## config.mk

```make
export PLATFORM = sky130hd
export DESIGN_NAME = json_string_unescaper_core
export DESIGN_NICKNAME = d
export VERILOG_FILES = /design/src/rtl/jsu_pkg.sv /design/src/rtl/jsu_decode.sv /design/src/rtl/jsu_out_buf.sv /design/src/rtl/json_string_unescaper_core.sv
export VERILOG_INCLUDE_DIRS = /design/src /design/src/rtl
export SDC_FILE = /design/constraint.sdc
export NUM_CORES = 1
export LEC_CHECK = 0
export BUFFER_PORTS_ARGS = -buffer_cell sky130_fd_sc_hd__buf_2
export CORE_MARGIN = 4
export CORE_UTILIZATION = 59
export DETAILED_ROUTE_END_ITERATION = 8
export PLACE_DENSITY_LB_ADDON = 0.1
export SYNTH_ARGS = -nofsm -noshare
export SYNTH_HDL_FRONTEND = slang
export SYNTH_SLANG_ARGS = --single-unit
export TNS_END_PERCENT = 5
```

## constraint.sdc

```tcl
create_clock -name clk -period 3.2 [get_ports clk]
set_input_delay 0.64 -clock clk [delete_from_list [all_inputs] [get_ports clk]]
set_output_delay 0.64 -clock clk [all_outputs]
set_load 0.02 [all_outputs]
```

## src/rtl/assert_macros.svh

```systemverilog
// ----------------------------------------------------------------------------
// Assertion macros
// Shared concurrent assertion forms for the string decoder RTL.
// ----------------------------------------------------------------------------
`ifndef ASSERT_MACROS_SVH
`define ASSERT_MACROS_SVH

// Plain clocked property, checked outside reset.
`define JSU_ASSERT(label, prop, msg) \
    label: assert property (@(posedge clk) disable iff (!rst_n) (prop)) else $error(msg);

// Same-cycle implication, checked outside reset.
`define JSU_ASSERT_IMPLY(label, ante, cons, msg) \
    label: assert property (@(posedge clk) disable iff (!rst_n) (ante) |-> (cons)) \
        else $error(msg);

`endif

```

## src/rtl/jsu_pkg.sv

```systemverilog
// ----------------------------------------------------------------------------
// jsu_pkg
// Types and codes shared by the JSON string decoder modules.
// ----------------------------------------------------------------------------
package jsu_pkg;

    // Decoder phase within one string literal.
    typedef enum logic [1:0] {
        PH_WAIT = 2'd0,
        PH_STR  = 2'd1,
        PH_ESC  = 2'd2,
        PH_HEX  = 2'd3
    } phase_t;

    // Kind of one result item.
    typedef enum logic [1:0] {
        RK_BYTE = 2'd0,
        RK_DONE = 2'd1,
        RK_ERR  = 2'd2
    } res_kind_t;

    // Error codes reported with an error result.
    typedef enum logic [2:0] {
        ERR_NONE      = 3'd0,
        ERR_QUOTE     = 3'd1,
        ERR_UNTERM_ESC = 3'd2,
        ERR_BAD_UNI   = 3'd3,
        ERR_BAD_ESC   = 3'd4,
        ERR_UNTERM_STR = 3'd5
    } err_code_t;

    // Input kind codes.
    localparam logic IN_BYTE = 1'b0;
    localparam logic IN_END  = 1'b1;

    // Source characters with a special meaning.
    localparam logic [7:0] CH_QUOTE = 8'h22;
    localparam logic [7:0] CH_BSLASH = 8'h5C;
    localparam logic [7:0] CH_SLASH = 8'h2F;
    localparam logic [7:0] CH_B = 8'h62;
    localparam logic [7:0] CH_F = 8'h66;
    localparam logic [7:0] CH_N = 8'h6E;
    localparam logic [7:0] CH_R = 8'h72;
    localparam logic [7:0] CH_T = 8'h74;
    localparam logic [7:0] CH_U = 8'h75;

    // Maximum number of result items caused by one input item.
    localparam int MAX_RES = 3;

    // All result items caused by one input item.
    typedef struct packed {
        logic [1:0]              count;
        res_kind_t               kind;
        err_code_t               err;
        logic [MAX_RES-1:0][7:0] bytes;
    } jsu_res_t;

endpackage

```

## src/rtl/jsu_decode.sv

```systemverilog
// ----------------------------------------------------------------------------
// jsu_decode
// Phase tracking and per-item decode of escapes and unicode digits.
// ----------------------------------------------------------------------------
module jsu_decode
(
    input  logic               clk,
    input  logic               rst_n,
    input  logic               take,
    input  logic               kind,
    input  logic [7:0]         data_byte,
    output jsu_pkg::jsu_res_t  res
);

    jsu_pkg::phase_t phase_reg, phase_next;
    logic [1:0]      hex_cnt_reg, hex_cnt_next;
    // Only the first three digits are held; the fourth comes from the input.
    logic [11:0]     accum_reg, accum_next;

    logic            is_end;
    logic            hex_ok;
    logic [3:0]      hex_val;
    logic [15:0]     code_point;

    assign is_end = (kind == jsu_pkg::IN_END);

    // Hex digit value of the source byte, either case.
    always_comb
    begin
        hex_ok  = 1'b1;
        hex_val = 4'd0;
        if (data_byte >= 8'h30 && data_byte <= 8'h39)
        begin
            hex_val = 4'(data_byte - 8'h30);
        end
        else if (data_byte >= 8'h61 && data_byte <= 8'h66)
        begin
            hex_val = 4'(data_byte - 8'h57);
        end
        else if (data_byte >= 8'h41 && data_byte <= 8'h46)
        begin
            hex_val = 4'(data_byte - 8'h37);
        end
        else
        begin
            hex_ok = 1'b0;
        end
    end

    assign code_point = {accum_reg, hex_val};

    // Next phase and digit gathering.
    always_comb
    begin
        phase_next   = phase_reg;
        hex_cnt_next = hex_cnt_reg;
        accum_next   = accum_reg;
        if (take)
        begin
            unique case (phase_reg)
                jsu_pkg::PH_WAIT:
                begin
                    if (!is_end && data_byte == jsu_pkg::CH_QUOTE)
                    begin
                        phase_next = jsu_pkg::PH_STR;
                    end
                end
                jsu_pkg::PH_STR:
                begin
                    if (is_end || data_byte == jsu_pkg::CH_QUOTE)
                    begin
                        phase_next = jsu_pkg::PH_WAIT;
                    end
                    else if (data_byte == jsu_pkg::CH_BSLASH)
                    begin
                        phase_next = jsu_pkg::PH_ESC;
                    end
                end
                jsu_pkg::PH_ESC:
                begin
                    hex_cnt_next = 2'd0;
                    accum_next   = 12'd0;
                    if (is_end)
                    begin
                        phase_next = jsu_pkg::PH_WAIT;
                    end
                    else
                    begin
                        unique case (data_byte)
                            jsu_pkg::CH_QUOTE, jsu_pkg::CH_BSLASH, jsu_pkg::CH_SLASH,
                            jsu_pkg::CH_B, jsu_pkg::CH_F, jsu_pkg::CH_N,
                            jsu_pkg::CH_R, jsu_pkg::CH_T:
                                phase_next = jsu_pkg::PH_STR;
                            jsu_pkg::CH_U:
                                phase_next = jsu_pkg::PH_HEX;
                            default:
                                phase_next = jsu_pkg::PH_WAIT;
                        endcase
                    end
                end
                jsu_pkg::PH_HEX:
                begin
                    if (is_end || !hex_ok)
                    begin
                        phase_next   = jsu_pkg::PH_WAIT;
                        hex_cnt_next = 2'd0;
                        accum_next   = 12'd0;
                    end
                    else if (hex_cnt_reg == 2'd3)
                    begin
                        phase_next   = jsu_pkg::PH_STR;
                        hex_cnt_next = 2'd0;
                        accum_next   = 12'd0;
                    end
                    else
                    begin
                        hex_cnt_next = hex_cnt_reg + 2'd1;
                        accum_next   = {accum_reg[7:0], hex_val};
                    end
                end
                default:
                begin
                    phase_next = jsu_pkg::PH_WAIT;
                end
            endcase
        end
    end

    // Result items for the item at the input.
    always_comb
    begin
        res       = '0;
        res.kind  = jsu_pkg::RK_BYTE;
        res.err   = jsu_pkg::ERR_NONE;
        unique case (phase_reg)
            jsu_pkg::PH_WAIT:
            begin
                if (is_end || data_byte != jsu_pkg::CH_QUOTE)
                begin
                    res.count = 2'd1;
                    res.kind  = jsu_pkg::RK_ERR;
                    res.err   = jsu_pkg::ERR_QUOTE;
                end
            end
            jsu_pkg::PH_STR:
            begin
                if (is_end)
                begin
                    res.count = 2'd1;
                    res.kind  = jsu_pkg::RK_ERR;
                    res.err   = jsu_pkg::ERR_UNTERM_STR;
                end
                else if (data_byte == jsu_pkg::CH_QUOTE)
                begin
                    res.count = 2'd1;
                    res.kind  = jsu_pkg::RK_DONE;
                end
                else if (data_byte != jsu_pkg::CH_BSLASH)
                begin
                    res.count    = 2'd1;
                    res.bytes[0] = data_byte;
                end
            end
            jsu_pkg::PH_ESC:
            begin
                if (is_end)
                begin
                    res.count = 2'd1;
                    res.kind  = jsu_pkg::RK_ERR;
                    res.err   = jsu_pkg::ERR_UNTERM_ESC;
                end
                else
                begin
                    res.count = 2'd1;
                    unique case (data_byte)
                        jsu_pkg::CH_QUOTE, jsu_pkg::CH_BSLASH, jsu_pkg::CH_SLASH:
                            res.bytes[0] = data_byte;
                        jsu_pkg::CH_B: res.bytes[0] = 8'h08;
                        jsu_pkg::CH_F: res.bytes[0] = 8'h0C;
                        jsu_pkg::CH_N: res.bytes[0] = 8'h0A;
                        jsu_pkg::CH_R: res.bytes[0] = 8'h0D;
                        jsu_pkg::CH_T: res.bytes[0] = 8'h09;
                        jsu_pkg::CH_U: res.count    = 2'd0;
                        default:
                        begin
                            res.kind = jsu_pkg::RK_ERR;
                            res.err  = jsu_pkg::ERR_BAD_ESC;
                        end
                    endcase
                end
            end
            jsu_pkg::PH_HEX:
            begin
                if (is_end || !hex_ok)
                begin
                    res.count = 2'd1;
                    res.kind  = jsu_pkg::RK_ERR;
                    res.err   = jsu_pkg::ERR_BAD_UNI;
                end
                else if (hex_cnt_reg == 2'd3)
                begin
                    // Encode the gathered code point as UTF-8.
                    if (code_point <= 16'h007F)
                    begin
                        res.count    = 2'd1;
                        res.bytes[0] = code_point[7:0];
                    end
                    else if (code_point <= 16'h07FF)
                    begin
                        res.count    = 2'd2;
                        res.bytes[0] = {3'b110, code_point[10:6]};
                        res.bytes[1] = {2'b10, code_point[5:0]};
                    end
                    else
                    begin
                        res.count    = 2'd3;
                        res.bytes[0] = {4'b1110, code_point[15:12]};
                        res.bytes[1] = {2'b10, code_point[11:6]};
                        res.bytes[2] = {2'b10, code_point[5:0]};
                    end
                end
            end
            default:
            begin
                res.count = 2'd0;
            end
        endcase
    end

    // Decoder state registers.
    always_ff @(posedge clk or negedge rst_n)
    begin
        if (!rst_n)
        begin
            phase_reg   <= jsu_pkg::PH_WAIT;
            hex_cnt_reg <= 2'd0;
            accum_reg   <= 12'd0;
        end
        else
        begin
            phase_reg   <= phase_next;
            hex_cnt_reg <= hex_cnt_next;
            accum_reg   <= accum_next;
        end
    end

endmodule

```

## src/rtl/jsu_out_buf.sv

```systemverilog
// ----------------------------------------------------------------------------
// jsu_out_buf
// Result register that holds up to three result items of one input item and
// hands them out one per cycle while the receiver is ready.
// ----------------------------------------------------------------------------
module jsu_out_buf
(
    input  logic               clk,
    input  logic               rst_n,
    input  logic               load,
    input  jsu_pkg::jsu_res_t  res,
    output logic               space,
    output logic               out_valid,
    input  logic               out_ready,
    output logic [1:0]         result_kind,
    output logic [7:0]         decoded_byte,
    output logic [2:0]         error_code,
    output logic               last
);

    logic [1:0]          cnt_reg, cnt_next;
    jsu_pkg::res_kind_t  kind_reg;
    jsu_pkg::err_code_t  err_reg;
    logic [7:0]          byte_reg [jsu_pkg::MAX_RES];
    logic                pop;

    assign out_valid    = (cnt_reg != 2'd0);
    assign pop          = out_valid && out_ready;
    assign last         = (cnt_reg == 2'd1);
    assign space        = (cnt_reg == 2'd0) || (out_ready && last);
    assign result_kind  = kind_reg;
    assign error_code   = err_reg;
    assign decoded_byte = byte_reg[0];

    // Number of result items still waiting.
    always_comb
    begin
        cnt_next = cnt_reg;
        if (load)
        begin
            cnt_next = res.count;
        end
        else if (pop)
        begin
            cnt_next = cnt_reg - 2'd1;
        end
    end

    always_ff @(posedge clk or negedge rst_n)
    begin
        if (!rst_n)
        begin
            cnt_reg <= 2'd0;
        end
        else
        begin
            cnt_reg <= cnt_next;
        end
    end

    // Payload: load a new group, or shift the next byte to the head.
    always_ff @(posedge clk)
    begin
        if (load)
        begin
            kind_reg <= res.kind;
            err_reg  <= res.err;
            for (int i = 0; i < jsu_pkg::MAX_RES; i++)
            begin
                byte_reg[i] <= res.bytes[i];
            end
        end
        else if (pop)
        begin
            for (int i = 0; i < jsu_pkg::MAX_RES - 1; i++)
            begin
                byte_reg[i] <= byte_reg[i+1];
            end
        end
    end

endmodule

```

## src/rtl/json_string_unescaper_core.sv

```systemverilog
// ----------------------------------------------------------------------------
// json_string_unescaper_core
// Streaming decoder for one quoted JSON string literal to UTF-8 bytes.
// ----------------------------------------------------------------------------
// Usage:
// The input channel (in_valid/in_ready) carries one item per source byte, or
// an end-of-source marker when kind is 1. The output channel
// (out_valid/out_ready) carries result items: decoded bytes, a done marker on
// the closing quote, or an error with its code. The last result caused by an
// input item has last set; an item may cause zero to three results.
// Results of an item appear the cycle after it is accepted. One item is taken
// every cycle while each item causes at most one result and the receiver is
// ready; an item that completes a \u escape with more than one UTF-8 byte holds
// the input while the single result register drains its bytes, one byte per
// cycle when the receiver is ready. A new item is taken while the last
// result of the previous one is being handed over.
// Reset clears the phase to waiting for the opening quote and empties the
// result register. When the receiver stalls, results hold and the input
// stops accepting once the last pending result cannot leave.
// ----------------------------------------------------------------------------
`include "assert_macros.svh"

module json_string_unescaper_core
(
    input  logic       clk,
    input  logic       rst_n,
    input  logic       in_valid,
    output logic       in_ready,
    input  logic       kind,
    input  logic [7:0] data_byte,
    output logic       out_valid,
    input  logic       out_ready,
    output logic [1:0] result_kind,
    output logic [7:0] decoded_byte,
    output logic [2:0] error_code,
    output logic       last
);

    jsu_pkg::jsu_res_t res;
    logic              take;
    logic              space;

    assign in_ready = space;
    assign take     = in_valid && space;

    // Phase tracking and decode of the accepted item.
    jsu_decode u_decode
    (
        .clk       (clk),
        .rst_n     (rst_n),
        .take      (take),
        .kind      (kind),
        .data_byte (data_byte),
        .res       (res)
    );

    // Result register and serializer.
    jsu_out_buf u_out_buf
    (
        .clk          (clk),
        .rst_n        (rst_n),
        .load         (take && (res.count != 2'd0)),
        .res          (res),
        .space        (space),
        .out_valid    (out_valid),
        .out_ready    (out_ready),
        .result_kind  (result_kind),
        .decoded_byte (decoded_byte),
        .error_code   (error_code),
        .last         (last)
    );

    // Input is open beside a pending result only while its last one leaves.
    `JSU_ASSERT_IMPLY(a_ready_on_last, out_valid && in_ready, last && out_ready,
        "input ready while earlier results still pending")

    // Done and error results always stand alone.
    `JSU_ASSERT_IMPLY(a_marker_last, out_valid && (result_kind != jsu_pkg::RK_BYTE), last,
        "done or error result not marked last")

    // An error code comes exactly with an error result.
    `JSU_ASSERT_IMPLY(a_err_code, out_valid,
        (result_kind == jsu_pkg::RK_ERR) == (error_code != jsu_pkg::ERR_NONE),
        "error code does not match result kind")

endmodule
```

==> impl_metrics.toml <==
[run_status]
status = "finished, final reports clean"

[worst_setup_path]
cp_top_family = "buffers and inverters"
crit_chain = "buf_2 -> inv_1 -> ha_1 -> nor3b_1 -> nor3_2 -> a21o_4 -> a21o_4 -> a31oi_4 -> buf_4 -> nand2b_1 -> buf_4"
endpoint_kind = "register"
path_class = "in -> reg"
cp-start-kind = "input pin"
path_max_fanout = 15
arrival_ns = 2.79
max_stage_delay_ns = 0.31
crit_required_ns = 3.20
crit_slowest_cell = "nor3b_1"
cp_num_buf_inv = 4

[sta]
fin_crit_ns = 2.79
max_freq_ghz = 0.359
setup-violations-final = 0
fin_setup_tns_ns = 0
tightest_slew_ns = 0.641
finClkSkew_ns = 0.00642
relSlewSlack = 0.571
post-route-period-util = 0.871
drv_slew = 0
rsz0062_at_grt = "false"
hold_viol_final = 0

[drt]
first_iter_violations = 205
vias_per_cell = 6.01
ant_nets = 0
wirelength_um = 6160
vias = 2219
dr.pass1.iters = 4
wl_per_cell_um = 16.7
drc = 0

[clock_tree]
post_cts_buffers = 0
clock_sinks = 45
ctsResizeCount = 0
cts_tree = "yes"
clockBufferDepth = 2
cts-buffers-inserted = 5
cts_hold_buf = 0
cts-root-buf = "clkbuf_8"
htreeDepth = 2
insertion_delay_ns = 0.30
clk_pin_slew_ns = 0.08

[die]
fp.dieW_um = 77.7
core_region_area_um2 = 4720
num_io_pins = 29
rows = 25
die-area_um2 = 6040
fp.dieH_um = 77.7
start_util = 0.607

[grt]
grt_overflow_total = 0
grt_max_degree = 19
grt_pass1_vias = 2024
grt_pass1_wl_um = 10100
groute.layer.met1.usage = 0.300
track_usage = 0.213
use_met2 = 0.331
top_usage_layer = "met2"
gr-usage-met3 = 0.0348
antenna_found_initial = 0

[hold_path]
hp-class = "in -> async"

[placement]
place_area_um2 = 3060
dp_hpwl_um = 4660
place_congestion = 0.923
portBuffers = 28

[yosys]
netlist_instances = 275
yosys_warnings = 0
avgSynthCellArea_um2 = 10.4
synth_edf_count = 27
async_reset_ff_frac = 0.400
yosysUniqueCellTypes = 61
synthFlopType = "edfxtp_1"
syn_area_um2 = 2870
ys_seq_elements = 45
seq_area_frac_synth = 0.440
synth.net_count = 295

[job]
maxCapViolations = 0

[cells_and_area]
fill_cells = 395
final_common_cell = "buf_2"
final_nets = 321
drive_gt1_frac = 0.248
diodes = 0
mostFrequentLayoutCells = "28 x buf_2, 27 x edfxtp_1, 25 x nand2_1"
syn_to_final_growth_pct = 10.6
largest_reg_flops = 22
postLayoutCellArea_um2 = 3170

[pwr]
ir_drop_uv = 310
power_density_nw_per_um2 = 653
p_leak_nw = 1.29
-- power breakdown --
group	switching [mW]	total (mW)	internal [mW]	leakage, nW
Combinational	0.455	0.759	0.304	0.719
Clock	0.192	0.426	0.234	0.0554
Sequential	0.0737	0.886	0.812	0.513
Total	0.721	2.07	1.35	1.29
-- metal layers --
layer / wire [µm] / up-vias / share of wire
met4: 139 / 0 / 0.023
met5: 0 / - / 0
met3: 311 / 12 / 0.050
met2: 2850 / 73 / 0.46
li1: - / 1074 / -
met1: 2860 / 1060 / 0.46
-- kinds of logic after synthesis --
kind of cell	synth area share
simple gates	0.192
mux	0.0759
xor+xnor	0.00916
fa+ha+maj	0.0305
compound gates	0.196
flops	0.440
buf+inv	0.0571
-- path summary, 6_finish.rpt --
kind	startpoint	end	slack, ns	depth (start not counted)
worst max register to register	u_decode.accum_reg[10]	u_out_buf.byte_reg[0][2]	0.65	9
max in group asynchronous	rst_n	u_decode.accum_reg[9]	2.63	1
worst max-delay path	data_byte[1]	u_out_buf.byte_reg[0][3]	0.41	11
worst min-delay path	rst_n	u_decode.accum_reg[2]	0.27	1
worst min register to register	u_decode.hex_cnt_reg[1]	u_decode.hex_cnt_reg[1]	0.50	2
min in group clk	u_decode.hex_cnt_reg[1]	u_decode.hex_cnt_reg[1]	0.50	2
-- Yosys cell counts (all sizes together) (2+ instances only) --
cell,instances,share of area
o21a,2,0.0052
nor3b,2,0.0052
a211oi,2,0.0052
a31oi,3,0.012
and4bb,2,0.0087
a22o,11,0.034
xnor2,3,0.0092
o211ai,4,0.010
nor2,16,0.024
nand2b,6,0.013
buf,11,0.032
a21o,2,0.010
inv,9,0.012
nand3,10,0.022
or2,3,0.0065
clkbuf,9,0.012
o311ai,2,0.0061
o31ai,3,0.0078
a221oi,3,0.0092
edfxtp,27,0.28
nand2,26,0.037
nor2b,2,0.0044
mux2i,3,0.010
a21oi,17,0.030
and2,8,0.017
o21ai,17,0.030
ha,7,0.031
nor3,9,0.019
dfrtp,18,0.16
mux2,14,0.065
and3,4,0.0087
-- area by class of cell --
type | instances | area, µm² | area share
Clock buffer | 6 | 72.6 | 0.0229
Tap cell | 67 | 83.8 | 0.0264
Sequential cell | 45 | 1260 | 0.397
Multi-Input combinational cell | 200 | 1440 | 0.455
Clock inverter | 2 | 38.8 | 0.0122
Inverter | 10 | 37.5 | 0.0118
Timing Repair Buffer | 39 | 235 | 0.0741
-- through the flow --
step           worst slack, ns  instances  utilization  hold WS [ns]  power (mW)
2_1_floorplan            0.244        275            -         0.344        1.50
3_3_place_gp             0.148        361        0.648         0.471        1.64
3_5_place_dp             0.146        361        0.648         0.489        1.66
4_1_cts                  0.434        369        0.672         0.270        2.08
5_1_grt                  0.248        369        0.672         0.285        2.19
6_report                 0.411        369        0.672         0.268        2.07
(Power assumes the default switching activity.)
